--- src/hdl/ipv6fmt_pkg.sv ---
// Shared types, constants and helper functions for the IPv6 address text formatter.
// Used by ipv6fmt_scan, ipv6fmt_emit and the top level; depends on nothing.
`default_nettype none

package ipv6fmt_pkg;

  localparam int NUM_WORDS = 8;
  localparam int PFX_WORDS = 6;

  typedef logic [NUM_WORDS-1:0][15:0] word_vec_t;

  // longest zero run (already checked against the two-word minimum) and NAT64 hit
  typedef struct packed {
    logic       valid;
    logic [2:0] base;
    logic [3:0] len;
    logic       nat64;
  } zrun_t;

  localparam logic [1:0] REG_NAT64_ENABLE = 2'd0;
  localparam logic [1:0] REG_PREFIX_HIGH  = 2'd1;
  localparam logic [1:0] REG_PREFIX_LOW   = 2'd2;

  localparam logic [6:0] CH_COLON      = 7'h3a;
  localparam logic [6:0] CH_DOT        = 7'h2e;
  localparam logic [6:0] CH_ZERO       = 7'h30;
  localparam logic [6:0] CH_ALPHA_BASE = 7'h57;

  localparam logic [15:0] WORD_ALL_ONES = 16'hffff;
  localparam logic [2:0]  WORD_DOTTED   = 3'd6;
  localparam logic [2:0]  WORD_LAST     = 3'd7;
  localparam logic [1:0]  BYTE_LAST     = 2'd3;

  function automatic logic [6:0] hex_char(input logic [3:0] nib);
    logic [6:0] c;
    if (nib < 4'd10) begin
      c = CH_ZERO + {3'b000, nib};
    end else begin
      c = CH_ALPHA_BASE + {3'b000, nib};
    end
    return c;
  endfunction

  // position of the leading hex digit, nibble 3 being the top one
  function automatic logic [1:0] hex_lead(input logic [15:0] w);
    logic [1:0] p;
    priority if (w[15:12] != 4'h0) begin
      p = 2'd3;
    end else if (w[11:8] != 4'h0) begin
      p = 2'd2;
    end else if (w[7:4] != 4'h0) begin
      p = 2'd1;
    end else begin
      p = 2'd0;
    end
    return p;
  endfunction

  // position of the leading decimal digit, 2 being hundreds
  function automatic logic [1:0] dec_lead(input logic [7:0] v);
    logic [1:0] p;
    priority if (v >= 8'd100) begin
      p = 2'd2;
    end else if (v >= 8'd10) begin
      p = 2'd1;
    end else begin
      p = 2'd0;
    end
    return p;
  endfunction

  function automatic logic [3:0] dec_digit(input logic [7:0] v, input logic [1:0] pos);
    logic [1:0]  hund;
    logic [6:0]  rem;
    logic [14:0] prod;
    logic [3:0]  tens;
    logic [6:0]  ones;
    logic [3:0]  d;
    priority if (v >= 8'd200) begin
      hund = 2'd2;
      rem  = 7'(v - 8'd200);
    end else if (v >= 8'd100) begin
      hund = 2'd1;
      rem  = 7'(v - 8'd100);
    end else begin
      hund = 2'd0;
      rem  = v[6:0];
    end
    // divide by ten through the reciprocal 205/2048, exact below 1029
    prod = {8'h00, rem} * 15'd205;
    tens = prod[14:11];
    ones = rem - 7'({3'b000, tens} * 7'd10);
    unique case (pos)
      2'd2:    d = {2'b00, hund};
      2'd1:    d = tens;
      default: d = ones[3:0];
    endcase
    return d;
  endfunction

endpackage

`default_nettype wire

--- src/hdl/ipv6fmt_scan.sv ---
// Zero-run and NAT64 prefix scan: one 16-bit word through a shared compare per cycle.
// Depends on ipv6fmt_pkg.
`default_nettype none

module ipv6fmt_scan import ipv6fmt_pkg::*; (
  input  logic      clk,
  input  logic      rst,
  input  logic      start,
  input  logic      nat64_en,
  input  word_vec_t words,
  input  word_vec_t pfx,
  output logic      done,
  output zrun_t     zr
);

  logic       busy;
  logic [3:0] cnt;
  logic       cur_v;
  logic [2:0] cur_b;
  logic [3:0] cur_len;
  logic       best_v;
  logic [2:0] best_b;
  logic [3:0] best_len;
  logic       match;

  logic [15:0] word_sel;
  logic        is_zero;
  logic        pfx_hit;

  // one step past the last word acts as a nonzero word to close a trailing run
  always_comb begin
    word_sel = cnt[3] ? 16'h0000 : words[cnt[2:0]];
    is_zero  = !cnt[3] && (word_sel == 16'h0000);
    pfx_hit  = (cnt >= 4'(PFX_WORDS)) || (word_sel == pfx[cnt[2:0]]);
  end

  always_ff @(posedge clk) begin
    if (rst) begin
      busy   <= 1'b0;
      done   <= 1'b0;
      cnt    <= '0;
      cur_v  <= 1'b0;
      best_v <= 1'b0;
      match  <= 1'b0;
    end else begin
      done <= 1'b0;
      if (start) begin
        busy   <= 1'b1;
        cnt    <= '0;
        cur_v  <= 1'b0;
        best_v <= 1'b0;
        match  <= nat64_en;
      end else if (busy) begin
        cnt <= cnt + 4'd1;
        if (cnt == 4'(NUM_WORDS)) begin
          busy <= 1'b0;
          done <= 1'b1;
        end
        if (!pfx_hit) begin
          match <= 1'b0;
        end
        if (is_zero) begin
          if (cur_v) begin
            cur_len <= cur_len + 4'd1;
          end else begin
            cur_v   <= 1'b1;
            cur_b   <= cnt[2:0];
            cur_len <= 4'd1;
          end
        end else if (cur_v) begin
          cur_v <= 1'b0;
          if (!best_v || (cur_len > best_len)) begin
            best_v   <= 1'b1;
            best_b   <= cur_b;
            best_len <= cur_len;
          end
        end
      end
    end
  end

  assign zr.valid = best_v && (best_len >= 4'd2);
  assign zr.base  = best_b;
  assign zr.len   = best_len;
  assign zr.nat64 = match;

endmodule

`default_nettype wire

--- src/hdl/ipv6fmt_emit.sv ---
// Character sequencer: walks words, hex digits and dotted-decimal bytes of one address,
// taking the next only from idle, into a registered output stage. Depends on ipv6fmt_pkg.
`default_nettype none

module ipv6fmt_emit import ipv6fmt_pkg::*; (
  input  logic       clk,
  input  logic       rst,
  input  logic       start,
  input  word_vec_t  words,
  input  zrun_t      zr,
  input  logic       m_tready,
  output logic       m_tvalid,
  output logic [7:0] m_tdata,   // [6:0] text_char, [7] zero
  output logic       m_tlast,   // is_last
  output logic       done
);

  typedef enum logic [5:0] {
    E_IDLE = 6'b000001,
    E_WORD = 6'b000010,
    E_BODY = 6'b000100,
    E_DEC  = 6'b001000,
    E_DOT  = 6'b010000,
    E_TAIL = 6'b100000
  } emit_state_t;

  emit_state_t state, state_next;
  logic [2:0]  wi, wi_next;
  logic [1:0]  nib, nib_next;
  logic [1:0]  db, db_next;
  logic [1:0]  dp, dp_next;

  logic            adv;
  logic [6:0]      ch;
  logic            last;
  logic            dotted;
  logic [3:0]      run_end;
  logic [15:0]     cur_word;
  logic [3:0][7:0] dbytes;
  logic [7:0]      cur_byte;
  logic [7:0]      nxt_byte;

  assign adv      = (state != E_IDLE) && (!m_tvalid || m_tready);
  assign dotted   = zr.nat64 || (zr.valid && (zr.base == 3'd0) &&
                    ((zr.len == 4'd6) || ((zr.len == 4'd5) && (words[5] == WORD_ALL_ONES))));
  assign run_end  = {1'b0, zr.base} + zr.len;
  assign cur_word = words[wi];
  assign dbytes   = {words[7][7:0], words[7][15:8], words[6][7:0], words[6][15:8]};
  assign cur_byte = dbytes[db];
  assign nxt_byte = dbytes[db + 2'd1];

  always_comb begin
    state_next = state;
    wi_next    = wi;
    nib_next   = nib;
    db_next    = db;
    dp_next    = dp;
    ch         = CH_COLON;
    last       = 1'b0;
    unique case (state)
      E_IDLE: begin
        if (start) begin
          wi_next = 3'd0;
          if (zr.valid && (zr.base == 3'd0)) begin
            state_next = E_WORD;
          end else begin
            state_next = E_BODY;
            nib_next   = hex_lead(words[0]);
          end
        end
      end
      E_WORD: begin
        if (adv) begin
          if (zr.valid && (wi == zr.base)) begin
            if (run_end == 4'(NUM_WORDS)) begin
              state_next = E_TAIL;
            end else begin
              wi_next = run_end[2:0];
            end
          end else if ((wi == WORD_DOTTED) && dotted) begin
            state_next = E_DEC;
            db_next    = 2'd0;
            dp_next    = dec_lead(dbytes[0]);
          end else begin
            state_next = E_BODY;
            nib_next   = hex_lead(cur_word);
          end
        end
      end
      E_BODY: begin
        ch = hex_char(cur_word[{nib, 2'b00} +: 4]);
        if (nib == 2'd0) begin
          last = (wi == WORD_LAST);
        end
        if (adv) begin
          if (nib != 2'd0) begin
            nib_next = nib - 2'd1;
          end else if (wi == WORD_LAST) begin
            state_next = E_IDLE;
          end else begin
            wi_next    = wi + 3'd1;
            state_next = E_WORD;
          end
        end
      end
      E_DEC: begin
        ch   = CH_ZERO + {3'b000, dec_digit(cur_byte, dp)};
        last = (dp == 2'd0) && (db == BYTE_LAST);
        if (adv) begin
          if (dp != 2'd0) begin
            dp_next = dp - 2'd1;
          end else if (db == BYTE_LAST) begin
            state_next = E_IDLE;
          end else begin
            state_next = E_DOT;
          end
        end
      end
      E_DOT: begin
        ch = CH_DOT;
        if (adv) begin
          db_next    = db + 2'd1;
          dp_next    = dec_lead(nxt_byte);
          state_next = E_DEC;
        end
      end
      E_TAIL: begin
        last = 1'b1;
        if (adv) begin
          state_next = E_IDLE;
        end
      end
      default: begin
        state_next = E_IDLE;
      end
    endcase
  end

  always_ff @(posedge clk) begin
    if (rst) begin
      state    <= E_IDLE;
      m_tvalid <= 1'b0;
      done     <= 1'b0;
    end else begin
      state <= state_next;
      done  <= adv && last;
      if (adv) begin
        m_tvalid <= 1'b1;
      end else if (m_tready) begin
        m_tvalid <= 1'b0;
      end
    end
  end

  always_ff @(posedge clk) begin
    wi  <= wi_next;
    nib <= nib_next;
    db  <= db_next;
    dp  <= dp_next;
    if (adv) begin
      m_tdata <= {1'b0, ch};
      m_tlast <= last;
    end
  end

endmodule

`default_nettype wire

--- src/hdl/ipv6_address_text_formatter.sv ---
// IPv6 address text formatter, top level.
// Depends on ipv6fmt_pkg, ipv6fmt_scan and ipv6fmt_emit.
//
// Usage:
//   Slave stream: one 128-bit address per word, addr_high in s_tdata[63:0],
//   addr_low in s_tdata[127:64]. Master stream: one ASCII character per word
//   in m_tdata[6:0], m_tlast high on the final character of an address.
//   APB port: nat64_enable at 0x00, nat64_prefix_high at 0x08,
//   nat64_prefix_low at 0x10; 64-bit data, pready tied high, no wait states.
// Timing:
//   After an address is taken, the scan unit compares one 16-bit word per
//   cycle against zero and the NAT64 prefix, then takes a closing step past
//   the last word, and its done strobe starts the character sequencer.
//   Characters then enter the output register at one per cycle unless the
//   output register holds an unaccepted character, 2 to 45 of them per address.
//   s_tready is low from the accepted word until the cycle after the last
//   character is loaded into the output register.
// Stall: when m_tready is low the output register holds its word and the
//   sequencer waits; nothing is dropped.
// Reset: rst (synchronous) clears the sequencers, the output valid and the
//   configuration registers.
`default_nettype none

module ipv6_address_text_formatter import ipv6fmt_pkg::*; (
  input  logic         clk,
  input  logic         rst,
  input  logic         s_tvalid,
  output logic         s_tready,
  input  logic [127:0] s_tdata,   // [63:0] addr_high, [127:64] addr_low
  output logic         m_tvalid,
  input  logic         m_tready,
  output logic [7:0]   m_tdata,   // [6:0] text_char, [7] zero
  output logic         m_tlast,   // is_last
  input  logic         psel,
  input  logic         penable,
  input  logic         pwrite,
  input  logic [4:0]   paddr,
  input  logic [63:0]  pwdata,
  output logic [63:0]  prdata,
  output logic         pready
);

  typedef enum logic [2:0] {
    T_IDLE = 3'b001,
    T_SCAN = 3'b010,
    T_EMIT = 3'b100
  } top_state_t;

  top_state_t state;

  logic        nat64_enable;
  logic [63:0] nat64_prefix_high;
  logic [31:0] nat64_prefix_low;
  logic [63:0] addr_high;
  logic [63:0] addr_low;

  logic       accept;
  logic       wr_en;
  logic [1:0] reg_idx;
  word_vec_t  words;
  word_vec_t  pfx;
  zrun_t      zr;
  logic       scan_done;
  logic       emit_done;

  assign accept   = s_tvalid && s_tready;
  assign s_tready = (state == T_IDLE);
  assign pready   = 1'b1;
  assign wr_en    = psel && penable && pwrite;
  assign reg_idx  = paddr[4:3];

  assign words = {addr_low[15:0],  addr_low[31:16],  addr_low[47:32],  addr_low[63:48],
                  addr_high[15:0], addr_high[31:16], addr_high[47:32], addr_high[63:48]};
  assign pfx   = {32'h0000_0000, nat64_prefix_low[15:0], nat64_prefix_low[31:16],
                  nat64_prefix_high[15:0], nat64_prefix_high[31:16],
                  nat64_prefix_high[47:32], nat64_prefix_high[63:48]};

  always_ff @(posedge clk) begin
    if (rst) begin
      nat64_enable      <= 1'b0;
      nat64_prefix_high <= '0;
      nat64_prefix_low  <= '0;
    end else if (wr_en) begin
      unique case (reg_idx)
        REG_NAT64_ENABLE: nat64_enable      <= pwdata[0];
        REG_PREFIX_HIGH:  nat64_prefix_high <= pwdata;
        REG_PREFIX_LOW:   nat64_prefix_low  <= pwdata[31:0];
        default: ;
      endcase
    end
  end

  always_comb begin
    unique case (reg_idx)
      REG_NAT64_ENABLE: prdata = {63'd0, nat64_enable};
      REG_PREFIX_HIGH:  prdata = nat64_prefix_high;
      REG_PREFIX_LOW:   prdata = {32'd0, nat64_prefix_low};
      default:          prdata = '0;
    endcase
  end

  always_ff @(posedge clk) begin
    if (rst) begin
      state <= T_IDLE;
    end else begin
      unique case (state)
        T_IDLE: if (accept) state <= T_SCAN;
        T_SCAN: if (scan_done) state <= T_EMIT;
        T_EMIT: if (emit_done) state <= T_IDLE;
        default: state <= T_IDLE;
      endcase
    end
  end

  always_ff @(posedge clk) begin
    if (accept) begin
      addr_high <= s_tdata[63:0];
      addr_low  <= s_tdata[127:64];
    end
  end

  ipv6fmt_scan u_scan (
    .clk      (clk),
    .rst      (rst),
    .start    (accept),
    .nat64_en (nat64_enable),
    .words    (words),
    .pfx      (pfx),
    .done     (scan_done),
    .zr       (zr)
  );

  ipv6fmt_emit u_emit (
    .clk      (clk),
    .rst      (rst),
    .start    (scan_done),
    .words    (words),
    .zr       (zr),
    .m_tready (m_tready),
    .m_tvalid (m_tvalid),
    .m_tdata  (m_tdata),
    .m_tlast  (m_tlast),
    .done     (emit_done)
  );

endmodule

`default_nettype wire

--- config.mk ---
export PLATFORM = sky130hd
export DESIGN_NAME = ipv6_address_text_formatter
export DESIGN_NICKNAME = d
export VERILOG_FILES = /design/src/hdl/ipv6fmt_pkg.sv /design/src/hdl/ipv6fmt_scan.sv /design/src/hdl/ipv6fmt_emit.sv /design/src/hdl/ipv6_address_text_formatter.sv
export SDC_FILE = /design/constraint.sdc
export NUM_CORES = 1
export LEC_CHECK = 0
export BUFFER_PORTS_ARGS = -buffer_cell sky130_fd_sc_hd__buf_2
export CAP_MARGIN = 0
export CORE_MARGIN = 2
export CORE_UTILIZATION = 30
export DETAILED_ROUTE_END_ITERATION = 12
export PLACE_DENSITY = 0.5
export SYNTH_ARGS = -nofsm -noshare
export SYNTH_HDL_FRONTEND = slang
export SYNTH_HIERARCHICAL = 1
export SYNTH_SLANG_ARGS = --single-unit
--- constraint.sdc ---
create_clock -name clk -period 25.4 [get_ports clk]
set_clock_uncertainty 0.05 [all_clocks]
set_input_delay 3.81 -clock clk [delete_from_list [all_inputs] [get_ports clk]]
set_output_delay 3.81 -clock clk [all_outputs]
set_load 0.005 [all_outputs]
==> results summary <==
The fraction of final layout cells with drive strength greater than 1 came out at roughly 29%. The number of remaining DRC errors is 0. At the end of the flow, the number of nets in the layout was around 1900. The count of unique library cells instantiated by Yosys came out at 81.

At the end of routability-driven placement, the weighted congestion stood at around 0.85. The cell at the root of the clock tree is sky130_fd_sc_hd__clkbuf_16. The design internal power is about 0.001 W. The largest voltage drop on the vdd net came out at roughly 0.045 mV. The floorplan die width is about 240 microns. The total CTS buffers came out at 35. The initial antenna violation count was 5. The data arrival time at the worst-slack endpoint is between 5 and 6 ns. The min-delay analysis places its worst path in the category reg2reg. The cell count after synthesis is ~1300. The total of fill cells in the finished design is 5290. The clock period could shrink to roughly 9.3 ns. The CTS sink count came out at between 200 and 300. The final total power is 0.00148 W. The region available for standard cell placement spans about 54000 sq um. The total setup violations reported at the end of the flow is 0. STA classifies the critical path endpoint as an output pin. The overall global routing resource usage came out at 18.9%.

The flip-flop and latch count after synthesis is ~280. The slack of the worst reg-to-reg path is approximately 17 ns. The insertion delay of the later-clocked pin in the worst-skew pair came out at ~0.55 ns. After Yosys synthesis, XOR and XNOR cells account for between 1.5 and 2% of the synthesized area. The worst hold margin came out at between 0.3 and 0.4 ns. The TritonCTS clock tree is yes. The fmax came out at ~0.11 GHz. The iteration count of the initial detailed-routing pass is 5. In this run, synthesis inferred roughly 160 flip-flops with an integrated enable. After synthesis the cells add up to approximately 16000 sq um. The post-CTS setup buffer count came out at 0.

The worst-case headroom to the max-slew limit came out at 32.4%. The flow ran to the end, and the final reports show no timing, DRC or antenna violations. The destination of the worst register-to-register timing path is u_emit/m_tdata[3]. The total length of routed wires came out at about 54000 microns. In the final routed layout, each cell accounts on average for 23.4 microns.

The area added between synthesis and finish is 18.9%. The critical path is of the in2out type. The number of placed I/O pins came out at 280.

The net switching share of the total power came out at between 30 and 40%. The startpoint of the most critical setup path is paddr[3]. After clock tree synthesis, the flow added hold-fix buffers numbering 0.

The peak fanout along the critical path came out at 36. The share of the synthesized area in compound gates (AO/OA/AOI/OAI) is under 10%. The simple logic cell fraction of the synthesized area came out at between 10% and 20%. The data required time of the critical path is around 22 ns.

The post-synthesis mux area share is about 24%. The share of async-settable or async-resettable flops after synthesis is 0%. The per-instance average area after synthesis came out at 12.5 sq um. The effective utilization at floorplan came out at 30.5%. The first global-routing pass estimated slightly below 80000 microns of wire. The area taken by flip-flops and latches came out at a little over 7000 sq um. The most common cell after layout, fill and taps aside is sky130_fd_sc_hd__buf_2. The wire-length estimate of the detail-placed layout is 40800 microns.

Of the synthesized area, sequential elements account for a little over two fifths. The total of warnings raised by yosys came out at 6. The part of the total power dissipated in sequential elements came out at between 30% and 40%.

The predominant post-synthesis flop cell is sky130_fd_sc_hd__edfxtp_1. The maximum clock path buffer count is 3. The total die area is roughly 57000 sq um.

The area share of fa/ha/maj cells after synthesis came out at under 10%. The worst-case reg-to-reg path depth is 27. The largest family of logic cells by synthesized area is multiplexers. The number of global-route vias before repair is between 10000 and 15000. The most critical setup path has its endpoint at prdata[14]. The H-tree depth reported by CTS came out at 2. The measured slew at the worst slew-check pin came out at between 1 and 1.5 ns. The total count of max-transition violations in the final report came out at 0. The switching component of the power is approximately 0.00048 W. The routed via count divided by cell count came out at between 5 and 6. The clock network fraction of design power came out at about 33%. The final critical path takes up approximately 37% of the cycle. Summed over all cells, the static leakage comes to about 7.6 nW.

The sum of overflow across all layers after global routing came out at 0. Across the run, the number of max-cap violations was 0. STA classifies the critical path startpoint as an input port. The final number of hold-violating endpoints was 0. In this run, the number of DRC markers left after iteration 0 of detailed routing was 1000. The largest net degree at the start of global routing came out at 117. The routed layout has roughly 12000 vias.

Setup repair after global routing left no endpoint under its margin. The clock slew at the register clock pins of the worst setup and hold paths is around 0.050 ns. The count of instances resized after the clock tree is built came out at 0.

The total of buffers placed on input and output ports came out at 274. In this run the power density over the cells is around 75 nW/um^2. The row count is 85. The antenna violation net count after detailed routing came out at 0.

The worst register-to-register path begins at u_emit/db[1]. The y dimension of the die is ~240 microns. Setup total negative slack on the finished layout was measured at 0 ns.

In the layout the commonest cells are sky130_fd_sc_hd__buf_2, sky130_fd_sc_hd__nand2b_1, sky130_fd_sc_hd__edfxtp_1, sky130_fd_sc_hd__mux2i_1, sky130_fd_sc_hd__dfxtp_1. The combinational fraction of design power came out at 30.7%. The area used by multi-input combinational logic is 8850 sq um.
[logic make-up after synthesis]
| kind of cell | count (synthesis) |
|---|---|
| AO/OA/AOI/OAI | 154 |
| XOR/XNOR | 34 |
| adder cells (fa/ha/maj) | 70 |
| buffers and inverters | 128 |
| flip-flops | 276 |
| multiplexers | 265 |
| other | 4 |
| AND/OR/NAND/NOR | 392 |
[flip-flops by register name, summed over array words and instances, names as in the netlist, 2 cells and up]
register / flops
u_emit/db: 2
u_emit/dp: 2
addr_high: 64
u_emit/state: 6
u_emit/wi: 3
u_scan/cur_len: 4
u_scan/cnt: 4
u_emit/nib: 2
nat64_prefix_high: 64
state: 3
u_scan/best_len: 4
u_scan/cur_b: 3
u_emit/m_tdata: 7
u_scan/best_b: 3
addr_low: 64
nat64_prefix_low: 32
[through the flow]
step | cells | instance area, sq um | util [%] | setup slack (ns)
floorplan | 1354 | 16600 | - | 14.73
global placement | 2256 | 18500 | 34.2 | 16.03
detailed placement | 2256 | 18500 | 34.2 | 16.07
CTS | 2317 | 19600 | 36.2 | 16.06
global route | 2318 | 19600 | 36.2 | 15.94
finish | 2319 | 19600 | 36.2 | 16.08
[power by group through the flow]
stage / Combinational, W / Sequential (W) / Clock (W)
final: 0.000453 / 0.000536 / 0.000488
after floorplan: 0.000336 / 0.000534 / 0
after global placement: 0.000445 / 0.000545 / 0
after global routing: 0.000502 / 0.000539 / 0.000519
after detailed placement: 0.000452 / 0.000545 / 0
after CTS: 0.000455 / 0.000535 / 0.000506
[routing by layer]
metal | GRT usage [%] | part of all wire, % | wire (microns)
met5 | 0 | 0 | 0
met4 | 7.54 | 3.4 | 1840
met3 | 3.40 | 6.4 | 3450
met2 | 28.8 | 45 | 24400
met1 | 26.5 | 45 | 24600
[synth_stat cells (all sizes together) (7+ instances only)]
cell type,count,area share (%)
a22o,32,1.7
a221oi,7,0.37
nand2,37,0.84
nand2b,166,6.3
inv,43,0.98
and2,40,1.5
nand3,15,0.49
dfxtp,117,14
nor3,15,0.46
nor4,8,0.39
nand3b,8,0.36
nand4,8,0.39
edfxtp,159,29
nor3b,12,0.58
mux2i,155,9.4
mux4,103,14
o21ai,29,0.88
a21oi,28,0.85
a22oi,7,0.32
nor2,44,1.0
fa,10,1.2
mux2,7,0.50
xnor2,21,1.1
clkbuf,34,0.77
nor2b,7,0.27
ha,60,4.6
buf,49,2.2
xor2,12,0.64
[worst min path at each step]
stage          depth (start not counted)            start          endpoint  slack [ns]
5_1_grt                                0  u_scan/cur_b[0]  u_scan/best_b[0]        0.38
4_1_cts                                0  u_scan/cur_b[2]  u_scan/best_b[2]        0.37
3_5_place_dp                           0  u_scan/cur_b[2]  u_scan/best_b[2]        0.35
6_report                               0  u_scan/cur_b[2]  u_scan/best_b[2]        0.37
2_1_floorplan                          0  u_scan/cur_b[0]  u_scan/best_b[0]        0.35
3_3_place_gp                           0  u_scan/cur_b[2]  u_scan/best_b[2]        0.36
[cell type report]
| type | count | share of cell area, % |
|---|---|---|
| diodes | 2 | 0.0255 |
| clock buffers | 41 | 4.73 |
| clock inverters | 20 | 0.880 |
| inverters | 45 | 0.861 |
| multi-input cells | 950 | 45.1 |
| flip-flops and latches | 276 | 36.3 |
| well taps | 696 | 4.44 |
| repair buffers | 289 | 7.58 |
[critical path, cell delays in order]
cell                      delay (ns)
sky130_fd_sc_hd__buf_2          0.14
sky130_fd_sc_hd__nor2b_4        0.63
sky130_fd_sc_hd__buf_4          0.47
sky130_fd_sc_hd__a22o_1         0.27
sky130_fd_sc_hd__buf_2          0.14
Power figures use the tool's default switching activity.
